<file path="src/rtl/plfd_pkg.sv">
// Package for the preamble/length deframer: phase codes, the configuration
// bundle and the result item type shared by the deframer modules.
// Depends on nothing.
`default_nettype none

package plfd_pkg;

    // Phase codes as seen on the result stream
    typedef enum logic [2:0] {
        PH_IDLE     = 3'd0,
        PH_PREAMBLE = 3'd1,
        PH_LENGTH   = 3'd2,
        PH_COLLECT  = 3'd3,
        PH_FOUND    = 3'd4,
        PH_ERROR    = 3'd5
    } phase_t;

    // Register indexes on the configuration port
    localparam logic [1:0] REG_FIRST_SYNC  = 2'd0;
    localparam logic [1:0] REG_SECOND_SYNC = 2'd1;
    localparam logic [1:0] REG_MAX_LENGTH  = 2'd2;

    localparam logic [7:0]  FIRST_SYNC_RESET  = 8'hFC;
    localparam logic [7:0]  SECOND_SYNC_RESET = 8'hCC;
    localparam logic [15:0] MAX_LENGTH_RESET  = 16'd4096;

    typedef struct packed {
        logic [7:0]  first_sync_byte;
        logic [7:0]  second_sync_byte;
        logic [15:0] max_payload_len;
    } cfg_t;

    typedef struct packed {
        logic [2:0]  phase_code;
        logic        payload_valid;
        logic [7:0]  payload_byte;
        logic        frame_end;
        logic [15:0] frame_len;
    } result_t;

endpackage

`default_nettype wire

</file>
<file path="src/rtl/plfd_cfg_regs.sv">
// Configuration register file of the deframer on an APB-style port.
// Depends on plfd_pkg.
`default_nettype none

module plfd_cfg_regs (
    input  wire logic           aclk,
    input  wire logic           aresetn,
    input  wire logic           psel,
    input  wire logic           penable,
    input  wire logic           pwrite,
    input  wire logic [3:0]     paddr,
    input  wire logic [31:0]    pwdata,
    output logic [31:0]         prdata,
    output logic                pready,
    output plfd_pkg::cfg_t      cfg
);

    plfd_pkg::cfg_t cfg_reg;
    plfd_pkg::cfg_t cfg_next;
    logic           wr_en;
    logic [1:0]     reg_index;

    assign pready    = 1'b1;
    assign wr_en     = psel & penable & pwrite & pready;
    assign reg_index = paddr[3:2];

    always_comb begin
        cfg_next = cfg_reg;
        if (wr_en) begin
            case (reg_index)
                plfd_pkg::REG_FIRST_SYNC:  cfg_next.first_sync_byte  = pwdata[7:0];
                plfd_pkg::REG_SECOND_SYNC: cfg_next.second_sync_byte = pwdata[7:0];
                plfd_pkg::REG_MAX_LENGTH:  cfg_next.max_payload_len  = pwdata[15:0];
                default: ;
            endcase
        end
    end

    always_ff @(posedge aclk) begin
        if (!aresetn) begin
            cfg_reg.first_sync_byte  <= plfd_pkg::FIRST_SYNC_RESET;
            cfg_reg.second_sync_byte <= plfd_pkg::SECOND_SYNC_RESET;
            cfg_reg.max_payload_len  <= plfd_pkg::MAX_LENGTH_RESET;
        end else begin
            cfg_reg <= cfg_next;
        end
    end

    always_comb begin
        case (reg_index)
            plfd_pkg::REG_FIRST_SYNC:  prdata = {24'd0, cfg_reg.first_sync_byte};
            plfd_pkg::REG_SECOND_SYNC: prdata = {24'd0, cfg_reg.second_sync_byte};
            plfd_pkg::REG_MAX_LENGTH:  prdata = {16'd0, cfg_reg.max_payload_len};
            default:                   prdata = 32'd0;
        endcase
    end

    assign cfg = cfg_reg;

endmodule

`default_nettype wire

</file>
<file path="src/rtl/plfd_core.sv">
// Deframer state machine: phase, byte counter and length registers, and the
// result item formed from each accepted byte.
// Depends on plfd_pkg.
`default_nettype none

module plfd_core (
    input  wire logic            aclk,
    input  wire logic            aresetn,
    input  wire logic            byte_en,
    input  wire logic [7:0]      rx_byte,
    input  wire plfd_pkg::cfg_t  cfg,
    output plfd_pkg::result_t    result
);

    plfd_pkg::phase_t phase_reg, phase_next;
    logic [15:0]      count_reg, count_next;
    logic [15:0]      length_reg, length_next;
    logic [15:0]      count_inc;
    logic [15:0]      full_length;

    assign count_inc   = count_reg + 16'd1;
    assign full_length = {rx_byte, length_reg[7:0]};

    always_comb begin
        phase_next  = phase_reg;
        count_next  = count_reg;
        length_next = length_reg;
        result      = '0;
        case (phase_reg)
            plfd_pkg::PH_IDLE: begin
                if (rx_byte == cfg.first_sync_byte) phase_next = plfd_pkg::PH_PREAMBLE;
            end
            plfd_pkg::PH_PREAMBLE: begin
                if (rx_byte == cfg.second_sync_byte) begin
                    count_next = 16'd0;
                    phase_next = plfd_pkg::PH_LENGTH;
                end else begin
                    phase_next = plfd_pkg::PH_IDLE;
                end
            end
            plfd_pkg::PH_LENGTH: begin
                if (count_reg == 16'd0) begin
                    length_next = {length_reg[15:8], rx_byte};
                    count_next  = 16'd1;
                end else begin
                    length_next = full_length;
                    if (full_length > cfg.max_payload_len) begin
                        count_next = 16'd2;
                        phase_next = plfd_pkg::PH_ERROR;
                    end else if (full_length == 16'd0) begin
                        count_next = 16'd0;
                        phase_next = plfd_pkg::PH_IDLE;
                    end else begin
                        count_next = 16'd0;
                        phase_next = plfd_pkg::PH_COLLECT;
                    end
                end
            end
            plfd_pkg::PH_COLLECT: begin
                result.payload_valid = 1'b1;
                result.payload_byte  = rx_byte;
                count_next           = count_inc;
                if (count_inc == length_reg) begin
                    phase_next       = plfd_pkg::PH_FOUND;
                    result.frame_end = 1'b1;
                    result.frame_len = length_reg;
                end
            end
            plfd_pkg::PH_FOUND: begin
                count_next = 16'd0;
                if (rx_byte == cfg.first_sync_byte) phase_next = plfd_pkg::PH_PREAMBLE;
            end
            default: begin
                // error or unreachable code: drop the byte, clear all state
                phase_next  = plfd_pkg::PH_IDLE;
                count_next  = 16'd0;
                length_next = 16'd0;
            end
        endcase
        result.phase_code = phase_next;
    end

    always_ff @(posedge aclk) begin
        if (!aresetn) begin
            phase_reg  <= plfd_pkg::PH_IDLE;
            count_reg  <= 16'd0;
            length_reg <= 16'd0;
        end else if (byte_en) begin
            phase_reg  <= phase_next;
            count_reg  <= count_next;
            length_reg <= length_next;
        end
    end

endmodule

`default_nettype wire

</file>
<file path="src/rtl/plfd_out_skid.sv">
// Result register with a skid stage so the input side keeps flowing while
// a result waits on the output. Depends on plfd_pkg.
`default_nettype none

module plfd_out_skid (
    input  wire logic               aclk,
    input  wire logic               aresetn,
    input  wire logic               in_valid,
    output logic                    in_ready,
    input  wire plfd_pkg::result_t  in_data,
    output logic                    out_valid,
    input  wire logic               out_ready,
    output plfd_pkg::result_t       out_data
);

    logic              out_valid_reg;
    logic              skid_valid_reg;
    plfd_pkg::result_t out_data_reg;
    plfd_pkg::result_t skid_data_reg;
    logic              in_take;

    assign in_ready = ~skid_valid_reg;
    assign in_take  = in_valid & in_ready;

    always_ff @(posedge aclk) begin
        if (!aresetn) begin
            out_valid_reg  <= 1'b0;
            skid_valid_reg <= 1'b0;
        end else if (out_ready || !out_valid_reg) begin
            // output slot free: refill from skid first, else from input
            if (skid_valid_reg) begin
                out_valid_reg  <= 1'b1;
                skid_valid_reg <= 1'b0;
            end else begin
                out_valid_reg <= in_take;
            end
        end else if (in_take) begin
            skid_valid_reg <= 1'b1;
        end
    end

    always_ff @(posedge aclk) begin
        if (out_ready || !out_valid_reg) begin
            out_data_reg <= skid_valid_reg ? skid_data_reg : in_data;
        end else if (in_take) begin
            skid_data_reg <= in_data;
        end
    end

    assign out_valid = out_valid_reg;
    assign out_data  = out_data_reg;

endmodule

`default_nettype wire

</file>
<file path="src/rtl/preamble_length_deframer.sv">
// Preamble/length deframer, top level: register file, state machine, output stage.
// Depends on plfd_pkg, plfd_cfg_regs, plfd_core and plfd_out_skid.
//
// Takes one received byte per slave transaction and returns exactly one result
// transaction per byte, at a sustained rate of one byte per clock while the
// master side keeps taking results. A frame is a first sync byte, a second sync
// byte straight after it, a 16-bit length low byte first, then that many payload
// bytes. Payload bytes stream out as they arrive (tuser bit 3 set) and the last
// one carries tlast with the frame length in tdata. A zero length returns to idle;
// a length above the maximum length register enters error, the next byte is
// dropped and all state clears.
// A one-byte state update sits between the input and a result register backed by
// a skid stage, so s_tready stays high unless two results wait on the master side.
// Write configuration registers only while the stream is idle; new values act on
// the next byte. Registers: 0x0 first sync byte, 0x4 second sync byte, 0x8 maximum
// frame length.
`default_nettype none

module preamble_length_deframer (
    input  wire logic        aclk,
    input  wire logic        aresetn,
    // configuration port
    input  wire logic        psel,
    input  wire logic        penable,
    input  wire logic        pwrite,
    input  wire logic [3:0]  paddr,
    input  wire logic [31:0] pwdata,
    output logic [31:0]      prdata,
    output logic             pready,
    // received bytes
    input  wire logic        s_tvalid,
    output logic             s_tready,
    input  wire logic [7:0]  s_tdata,   // [7:0] rx_byte
    // results
    output logic             m_tvalid,
    input  wire logic        m_tready,
    output logic [23:0]      m_tdata,   // [7:0] payload_byte, [23:8] frame_len
    output logic             m_tlast,   // frame_end
    output logic [3:0]       m_tuser    // [2:0] phase_code, [3] payload_valid
);

    plfd_pkg::cfg_t    cfg;
    plfd_pkg::result_t core_result;
    plfd_pkg::result_t out_result;
    logic              byte_accept;

    assign byte_accept = s_tvalid & s_tready;

    plfd_cfg_regs u_cfg (
        .aclk    (aclk),
        .aresetn (aresetn),
        .psel    (psel),
        .penable (penable),
        .pwrite  (pwrite),
        .paddr   (paddr),
        .pwdata  (pwdata),
        .prdata  (prdata),
        .pready  (pready),
        .cfg     (cfg)
    );

    // advance the state machine only on an accepted transaction
    plfd_core u_core (
        .aclk    (aclk),
        .aresetn (aresetn),
        .byte_en (byte_accept),
        .rx_byte (s_tdata),
        .cfg     (cfg),
        .result  (core_result)
    );

    // hold results here until the master side takes them
    plfd_out_skid u_out (
        .aclk      (aclk),
        .aresetn   (aresetn),
        .in_valid  (s_tvalid),
        .in_ready  (s_tready),
        .in_data   (core_result),
        .out_valid (m_tvalid),
        .out_ready (m_tready),
        .out_data  (out_result)
    );

    assign m_tdata = {out_result.frame_len, out_result.payload_byte};
    assign m_tlast = out_result.frame_end;
    assign m_tuser = {out_result.payload_valid, out_result.phase_code};

endmodule

`default_nettype wire

</file>
<file path="config.mk">
export PLATFORM = sky130hd
export DESIGN_NAME = preamble_length_deframer
export DESIGN_NICKNAME = d
export VERILOG_FILES = /design/src/rtl/plfd_pkg.sv /design/src/rtl/plfd_cfg_regs.sv /design/src/rtl/plfd_core.sv /design/src/rtl/plfd_out_skid.sv /design/src/rtl/preamble_length_deframer.sv
export SDC_FILE = /design/constraint.sdc
export NUM_CORES = 1
export LEC_CHECK = 0
export BUFFER_PORTS_ARGS = -buffer_cell sky130_fd_sc_hd__buf_2
export CORE_UTILIZATION = 35
export CTS_CLUSTER_SIZE = 40
export DETAILED_ROUTE_END_ITERATION = 8
export GPL_TIMING_DRIVEN = 0
export MAX_ROUTING_LAYER = met4
export SKIP_LAST_GASP = 1
export SLEW_MARGIN = 40
export SYNTH_ARGS = -nofsm -noshare
export SYNTH_HDL_FRONTEND = slang
export SYNTH_SLANG_ARGS = --single-unit
export TNS_END_PERCENT = 1
</file>
<file path="constraint.sdc">
create_clock -name aclk -period 3.2 [get_ports aclk]
set_input_delay 0.32 -clock aclk [delete_from_list [all_inputs] [get_ports aclk]]
set_output_delay 0.32 -clock aclk [all_outputs]
set_load 0.05 [all_outputs]
</file>
==> results.py, run 1 <==
metrics = {
    "placed_design": {
        "place_area_sq_mm": 0.00772,
        "place_congestion": 0.893,
        "place_ws_ns": -0.172,
        "io_buffer_count": 79,
        "place_hpwl_um": 13100,
    },
    "critical_path": {
        "required_ns": 3.49,
        "startpoint_type": "flip-flop",
        "cp-end-kind": "flip-flop",
        "cp_max_fo": 10,
        "critical_path_class": "flip-flop to flip-flop",
        "rr_worst_depth": 11,
        "worstPathArrival_ns": 3.28,
    },
    "synth": {
        "synth_area_sq_mm": 0.00689,
        "synth_fa_ha_area_frac": 0.0327,
        "synth_compound_area_frac": 0.152,
        "synthFlopType": "dfxtp_1",
        "synth_area_leaders": "edfxtp_1, dfxtp_1, nand2_1, a21boi_0, and2_1",
        "yosys_register_bits": 127,
        "synthMuxAreaShare": 0.0276,
        "synth_edf_count": 58,
        "synth_top_family_by_area": "simple AND/OR/NAND/NOR gates",
        "yosysMostFrequentCell": "nand2_1",
        "yosys-top-cells-count": "nand2_1, dfxtp_1, edfxtp_1",
        "syn_inst": 731,
        "async_flop_share": 0,
        "syn_area_per_cell_sq_um": 9.43,
        "ys_warn_count": 0,
        "synthDistinctLibCells": 69,
        "synth_xor_area_frac": 0.0432,
        "yosys.area.top_type": "edfxtp_1",
        "synth_top_area_share": 0.253,
        "synth_seq_area_share": 0.453,
        "synthSimpleGateAreaFrac": 0.231,
    },
    "cells_and_area": {
        "layout-drive-gt1-share": 0.206,
        "final_cell_area_sq_mm": 0.00841,
        "diodes": 0,
        "largest_reg_flops": 32,
        "fill_cells": 1902,
        "syn_to_final_growth_pct": 22.1,
        "fin_nets": 921,
        "fin_util": 0.442,
    },
    "sta": {
        "worstMarginPinSlew_ns": 0.797,
        "fmax_ghz": 0.334,
        "timing.final.ws_setup_ns": 0.207,
        "fin_crit_sh": 0.935,
        "rsz0062_at_grt": "no",
        "finalSetupTns_ns": 0,
        "slew_viol_final": 0,
        "final-hold-violation-count": 0,
        "finalCriticalPeriod_ns": 2.99,
        "setup_violations": 0,
        "slew_headroom": 0.465,
        "finClkSkew_ns": 0.00980,
    },
    "power_and_ir_drop": {
        "p_int_uw": 3090,
        "netSwitchingPower_uw": 1120,
        "clkPwrFrac": 0.480,
        "peakVddDrop_v": 0.000393,
        "p_seq_frac": 0.415,
        "powerDensity_mw_per_mm2": 501,
        "p_leak_uw": 0.00337,
        "finalPower_uw": 4210,
        "switching_share": 0.267,
        "p_comb_frac": 0.105,
    },
    "clocking": {
        "cts_tree": "yes",
        "htree_levels": 4,
        "insertion_delay_ns": 0.43,
        "clock-root-buffer": "clkbuf_16",
        "cts.path.max_buffers": 2,
        "clkTransAtPathRegs_ns": 0.06,
        "cts_made_buffers": 17,
        "cts_sinks": 127,
    },
    "route": {
        "wl_per_cell_um": 16.3,
        "postRouteAntennaNets": 0,
        "dr.first_iter.drc_count": 462,
        "routed_wl_um": 18400,
        "routed_via_density": 5.12,
        "drt-pass1-iter-count": 5,
        "vias": 5758,
        "drc": 0,
    },
    "worst_hold_path": {
        "hold_path_class": "primary input to flip-flop",
        "holdPathStages": 3,
    },
    "global_route": {
        "grt_pass1_wl_um": 28900,
        "grt_max_degree": 33,
        "grt_pass1_vias": 5351,
        "grt_usage": 0.194,
        "globalRoute.totalOverflow": 0,
        "antenna_found_initial": 0,
    },
    "die": {
        "die_h_um": 142,
        "io-pin-count": 115,
        "die_area_sq_mm": 0.0203,
        "start_util": 0.362,
        "fp.coreArea_sq_mm": 0.0190,
        "die_w_um": 142,
        "floorplan.rows": 50,
    },
    "outcome": {
        "status": "finished clean",
    },
    "flow_run": {
        "cap_violations": 0,
    },
}
## power groups by stage
| stage | Sequential, uW | Combinational (uW) | Clock (uW) |
|---|---|---|---|
| after global placement | 1780 | 431 | 0 |
| after floorplan | 1860 | 233 | 0 |
| after global routing | 1750 | 472 | 2120 |
| after detailed placement | 1780 | 438 | 0 |
| final | 1750 | 443 | 2020 |
| after CTS | 1750 | 440 | 2040 |
## worst max-delay path, cell delays in order, from the launching register on
cell,delay (ns)
dfxtp_1,0.33
buf_2,0.19
inv_1,0.08
ha_1,0.33
xnor2_1,0.19
o211ai_1,0.11
a2111oi_0,0.35
nand4_1,0.18
nand4bb_1,0.40
nor4_4,0.35
buf_6,0.20
a22o_1,0.15
## placed cells by master, fill, tap and decap left out, drive strengths merged, types with 31 or more instances in the layout
| cell type | count |
|---|---|
| clkbuf | 49 |
| buf | 115 |
| nor2 | 31 |
| o21ai | 32 |
| nand3 | 46 |
| dfxtp | 69 |
| nand2 | 87 |
| a21boi | 35 |
| edfxtp | 58 |
| and2 | 41 |
## path summary, 6_finish.rpt
| check | endpoint | startpoint | slack, ns |
|---|---|---|---|
| setup reg to reg | u_out.out_data[10] | u_core.count_reg[0] | 0.21 |
| setup / recovery | u_out.out_data[10] | u_core.count_reg[0] | 0.21 |
| hold reg to reg | u_cfg.cfg[7] | u_cfg.cfg[7] | 0.49 |
| hold / removal | u_cfg.cfg[27] | pwdata[3] | 0.14 |
## repair_timing
| action | 4_1_cts | 5_1_grt |
|---|---|---|
| gates resized for setup | 1 | 3 |
| gates cloned | 0 | 0 |
| pin swaps | 1 | 2 |
| buffers inserted | 2 | 5 |
| setup endpoints to repair | 30 | 41 |
| hold buffers | 0 | 0 |
## per-stage QoR
stage               instances  hold WS (ns)
floorplan                 746         0.444
CTS                      1120         0.127
finish                   1125         0.139
global route             1125         0.151
detailed placement       1086         0.477
global placement         1085         0.466
## metal layers
| layer | track usage | vias to the layer above | routed length, um |
|---|---|---|---|
| li1 | - | 2830 | - |
| met1 | 0.261 | 2745 | 9010 |
| met2 | 0.294 | 162 | 8280 |
| met3 | 0.0340 | 21 | 836 |
| met4 | 0.0640 | 0 | 234 |
| met5 | - | - | 0 |
## logic make-up (layout without fill, tap and decap cells)
kind of cell,count (synthesis),count (layout)
xor+xnor,34,34
other cells,2,17
simple gates,292,292
flops,127,127
compound gates,155,155
mux,18,18
fa+ha+maj,18,18
buf+inv,85,204
## cell type report
cell class	count	area [sq um]	share of cell area
plain buffers	59	308	0.0366
repair buffers	87	475	0.0565
well taps	260	325	0.0387
inverters	26	97.6	0.0116
clock inverters	14	181	0.0216
flip-flops and latches	127	3120	0.371
multi-input cells	534	3470	0.413
clock buffers	18	429	0.0510
(Power assumes the default switching activity.)
==> inputs of run 2 (changes only) <==
==> constraint.sdc (replaced) <==
create_clock -name aclk -period 3.5 [get_ports aclk]
set_input_delay 0.35 -clock aclk [delete_from_list [all_inputs] [get_ports aclk]]
set_output_delay 0.35 -clock aclk [all_outputs]
set_load 0.05 [all_outputs]
==> run 2 against run 1 <==
  * Sequential share of layout area is 0.35 points higher
  * First-iteration DRC count is 15% higher
  * Sequential power is 9% lower
  * Largest cell class unchanged
  * Via count is 0.54% lower
  * Wire length is 1.2% higher
  * Largest power group unchanged
  * Critical endpoint unchanged
  * Critical path type unchanged
  * Power is 10% lower
==> results.py, run 2 (same netlist as run 1, synthesis figures left out) <==
metrics = {
    "sta": {
        "final-hold-violation-count": 0,
        "fin_crit_sh": 0.964,
        "finalCriticalPeriod_ns": 3.37,
        "hold_ws_ns": 0.169,
        "finClkSkew_ns": 0.00768,
        "slew_headroom": 0.462,
        "worstMarginPinSlew_ns": 0.803,
        "rsz0062_at_grt": "yes",
        "fmax_ghz": 0.296,
        "slew_viol_final": 0,
        "setup_violations": 0,
        "finalSetupTns_ns": 0,
    },
    "cells_and_area": {
        "syn_to_final_growth_pct": 20.9,
        "diodes": 0,
        "final_cell_mix": "buf_2, nand2_1, dfxtp_1",
        "fin_nets": 914,
        "largest_reg_flops": 32,
        "fin_util": 0.438,
        "finalNonFillerCells": 1118,
        "layout-drive-gt1-share": 0.199,
        "seq_area_sq_mm": 0.00312,
        "mostFrequentLayoutCell": "buf_2",
        "multi_input_area_sq_mm": 0.00346,
        "fill_cells": 1886,
    },
    "die": {
        "fp.coreArea_sq_mm": 0.0190,
        "floorplan.rows": 50,
        "start_util": 0.362,
        "die_w_um": 142,
        "die_area_sq_mm": 0.0203,
        "io-pin-count": 115,
        "die_h_um": 142,
    },
    "power_and_ir_drop": {
        "p_int_uw": 2710,
        "switching_share": 0.285,
        "p_comb_frac": 0.107,
        "netSwitchingPower_uw": 1080,
        "p_leak_uw": 0.00331,
        "powerDensity_mw_per_mm2": 455,
        "clkPwrFrac": 0.471,
        "peakVddDrop_v": 0.000326,
        "p_seq_frac": 0.421,
    },
    "route": {
        "wl_per_cell_um": 16.6,
        "routed_wl_um": 18600,
        "routed_via_density": 5.12,
        "postRouteAntennaNets": 0,
        "vias": 5727,
        "drt-pass1-iter-count": 6,
        "dr.first_iter.drc_count": 532,
        "drc": 0,
    },
    "clocking": {
        "cts_tree": "yes",
        "clkTransAtPathRegs_ns": 0.07,
        "cts_made_buffers": 17,
        "insertion_delay_ns": 0.43,
        "htree_levels": 4,
        "cts.path.max_buffers": 2,
        "clock-root-buffer": "clkbuf_16",
        "cts_sinks": 127,
    },
    "critical_path": {
        "cp-end-kind": "flip-flop",
        "critical_path_class": "flip-flop to flip-flop",
        "startpoint_type": "flip-flop",
        "worstPathArrival_ns": 3.67,
        "cp_max_fo": 10,
        "required_ns": 3.80,
    },
    "placed_design": {
        "io_buffer_count": 79,
        "dp.cells": 1086,
        "place_congestion": 0.915,
        "place_hpwl_um": 13200,
    },
    "worst_hold_path": {
        "hold_path_class": "primary input to flip-flop",
    },
    "global_route": {
        "grt_usage": 0.200,
        "antenna_found_initial": 0,
        "globalRoute.totalOverflow": 0,
        "grt_pass1_vias": 5436,
        "grt_pass1_wl_um": 29700,
        "grt_max_degree": 33,
    },
    "outcome": {
        "status": "finished clean",
    },
    "flow_run": {
        "cap_violations": 0,
    },
}
[run 2: cell types whose count changed in the layout (fill, tap and decap cells not counted), sizes merged]
cell and change:
buf -7, bufinv -2, clkinv -4, inv +7, clkbuf -1
[run 2: cell type report]
| cell class | instances | area share |
|---|---|---|
| Clock inverter | 15 | 0.0197 |
| Sequential cell | 127 | 0.375 |
| Clock buffer | 17 | 0.0511 |
| Inverter | 26 | 0.0117 |
| Timing Repair Buffer | 80 | 0.0508 |
| Buffer | 59 | 0.0369 |
| Multi-Input combinational cell | 534 | 0.416 |
| Tap cell | 260 | 0.0391 |
[run 2: worst max-delay path: stages (launching register included)]
cell      delay (ns)
dfxtp_1         0.49
ha_1            0.20
buf_2           0.19
nand4_1         0.26
nor3_2          0.39
nand3b_1        0.11
a211o_1         0.32
or3_4           0.38
nor4_4          0.53
buf_6           0.22
a22o_1          0.14
[run 2: worst paths after layout]
check / start / endpoint / slack [ns] / cells after the start
max: u_core.count_reg[1] / u_out.out_data[10] / 0.13 / 10
max reg2reg: u_core.count_reg[1] / u_out.out_data[10] / 0.13 / 10
min reg2reg: u_cfg.cfg[1] / u_cfg.cfg[1] / 0.48 / 2
min: pwdata[12] / u_cfg.cfg[12] / 0.17 / 3
[run 2: power by group through the flow]
stage          clock network (uW)  logic [uW]  registers, uW
2_1_floorplan                   0         213           1700
6_report                     1790         406           1600
3_5_place_dp                    0         401           1630
3_3_place_gp                    0         394           1630
4_1_cts                      1810         403           1600
5_1_grt                      1880         435           1600
[run 2: repair_timing]
action	CTS	global route
setup buffers	0	0
endpoints found under the setup margin	0	25
gates resized for setup	0	2
hold buffers	0	0
[run 2: layer usage]
layer,global-route usage,wire length [um],vias up
met5,-,0,-
met4,0.0804,362,0
met3,0.0380,1110,33
met2,0.302,8420,193
met1,0.262,8700,2681
li1,-,-,2820
[run 2: per-stage QoR]
step           cell area [sq um]  setup WS (ns)  power, uW
6_report                    8330          0.125       3790
5_1_grt                     8330        -0.0903       3910
4_1_cts                     8310          0.129       3810
3_5_place_dp                7720          0.171       2030
3_3_place_gp                7670         -0.368       2020
2_1_floorplan               6950          0.294       1910
==> inputs of run 3 (changes only) <==
==> constraint.sdc (replaced) <==
create_clock -name aclk -period 3.1 [get_ports aclk]
set_input_delay 0.31 -clock aclk [delete_from_list [all_inputs] [get_ports aclk]]
set_output_delay 0.31 -clock aclk [all_outputs]
set_load 0.05 [all_outputs]
==> run 3 against run 2 <==
  * Sequential share of layout area shrank 0.35 points
  * Global-route usage down 0.52 points
  * Cell area increased by 0.98%
  * Clock power rose by 17%
  * Clock-buffer cell count grew 1
  * Combinational power rose by 13%
  * Maximum frequency grew 12%
  * Die area is the same
  * Critical path depth increased by 1
  * Highest routed layer unchanged
==> results.py, run 3 (same netlist as run 1, synthesis figures left out) <==
metrics = {
    "outcome": {
        "status": "finished clean",
    },
    "placed_design": {
        "place_hpwl_um": 13100,
        "place_congestion": 0.893,
        "io_buffer_count": 79,
        "place_area_sq_mm": 0.00772,
        "dp.cells": 1086,
    },
    "sta": {
        "rsz0062_at_grt": "yes",
        "slew_viol_final": 0,
        "finClkSkew_ns": 0.00968,
        "final-hold-violation-count": 0,
        "setup_violations": 0,
        "fin_crit_sh": 0.969,
        "worstMarginPinSlew_ns": 0.807,
        "fmax_ghz": 0.333,
        "finalCriticalPeriod_ns": 3.00,
        "finalSetupTns_ns": 0,
        "slew_headroom": 0.459,
        "hold_ws_ns": 0.132,
    },
    "power_and_ir_drop": {
        "powerDensity_mw_per_mm2": 517,
        "peakVddDrop_v": 0.000403,
        "finalPower_uw": 4350,
        "p_leak_uw": 0.00337,
    },
    "global_route": {
        "globalRoute.totalOverflow": 0,
        "grt_max_degree": 33,
        "grt_pass1_wl_um": 29000,
        "use_met1": 0.261,
        "antenna_found_initial": 0,
        "grt-busiest-layer": "met2",
        "grt_use_met2": 0.297,
        "grt_usage": 0.194,
        "grt_util_met3": 0.0343,
        "grt_pass1_vias": 5357,
    },
    "die": {
        "die_h_um": 142,
        "die_w_um": 142,
        "start_util": 0.362,
        "floorplan.rows": 50,
        "fp.coreArea_sq_mm": 0.0190,
        "io-pin-count": 115,
        "die_area_sq_mm": 0.0203,
    },
    "cells_and_area": {
        "diodes": 0,
        "final_cell_mix": "buf_2, nand2_1, dfxtp_1",
        "fin_nets": 921,
        "final_cell_area_sq_mm": 0.00841,
        "largest_reg_flops": 32,
        "finalNonFillerCells": 1125,
        "syn_to_final_growth_pct": 22.1,
        "mostFrequentLayoutCell": "buf_2",
        "layout-drive-gt1-share": 0.206,
    },
    "clocking": {
        "cts_tree": "yes",
        "cts.path.max_buffers": 2,
        "cts_made_buffers": 17,
        "htree_levels": 4,
        "clock-root-buffer": "clkbuf_16",
        "clkTransAtPathRegs_ns": 0.06,
        "postCtsHoldBufs": 0,
        "cts_sinks": 127,
        "insertion_delay_ns": 0.43,
    },
    "route": {
        "wl_per_cell_um": 16.3,
        "routed_via_density": 5.17,
        "routed_wl_um": 18400,
        "drt-pass1-iter-count": 6,
        "dr.first_iter.drc_count": 425,
        "drc": 0,
        "vias": 5816,
        "postRouteAntennaNets": 0,
    },
    "critical_path": {
        "reg2reg_slack_ns": 0.1,
        "required_ns": 3.39,
        "critical_path_class": "flip-flop to flip-flop",
        "cp-end-kind": "flip-flop",
        "cp_max_fo": 10,
        "startpoint_type": "flip-flop",
        "worstPathArrival_ns": 3.29,
    },
    "worst_hold_path": {
        "hold_path_class": "primary input to flip-flop",
    },
    "flow_run": {
        "cap_violations": 0,
    },
}
-- run 3: cell types whose count changed in the layout (fill, tap and decap cells not counted) --
cell       before  now
clkinv_4        0    3
inv_8           6    1
bufinv_16       1    3
dfxtp_1        69   68
dfxtp_2         0    1
clkbuf_1       30   31
nor3_2          3    2
nor3_4          1    2
clkinv_2        0    1
inv_6           5    3
buf_4          18   25
-- run 3: per-stage QoR --
step                      setup WS (ns)   util
after global placement           -0.193  0.403
final                            0.0970  0.442
after CTS                       -0.0806  0.440
after detailed placement         -0.272  0.406
after floorplan                   0.342      -
after global routing            -0.0493  0.442
-- run 3: power breakdown --
part	leakage (uW)	internal [uW]	switching [uW]
clock network	0.000289	1280	812
logic	0.00188	126	333
registers	0.00119	1790	16.8
-- run 3: final cells by class --
| class | instances | area, sq um |
|---|---|---|
| fill | 1904 | 10600 |
| multi-input combinational | 534 | 3470 |
| sequential | 127 | 3120 |
| timing repair buffer | 87 | 475 |
| clock buffer | 18 | 429 |
| tap | 260 | 325 |
| buffer | 59 | 308 |
| clock inverter | 14 | 181 |
| inverter | 26 | 97.6 |
-- run 3: repair_timing --
action / CTS / global route
setup buffers: 3 / 4
pin swaps: 2 / 1
gates resized for setup: 2 / 2
hold endpoints to repair: 0 / 0
endpoints found under the setup margin: 40 / 41
-- run 3: routing by layer --
layer  wire, um  share of wire
met1       8910           0.49
met2       8280           0.45
met3        973          0.053
met4        210          0.011
met5          0              0
-- run 3: path summary, 6_finish.rpt --
kind / from / to / cells past startpoint
hold / removal: pwdata[14] / u_cfg.cfg[14] / 3
setup reg to reg: u_core.count_reg[0] / u_out.out_data[10] / 11
setup / recovery: u_core.count_reg[0] / u_out.out_data[10] / 11
hold reg to reg: u_cfg.cfg[13] / u_cfg.cfg[13] / 2
-- run 3: worst max-delay path, stage by stage, from the launching register on --
cell and delay [ns]:
dfxtp_1 0.33, buf_2 0.19, inv_1 0.08, ha_1 0.33, xnor2_1 0.19, o211ai_1 0.11
a2111oi_0 0.35, nand4_1 0.18, nand4bb_1 0.40, nor4_4 0.35, buf_6 0.20, a22o_1 0.15
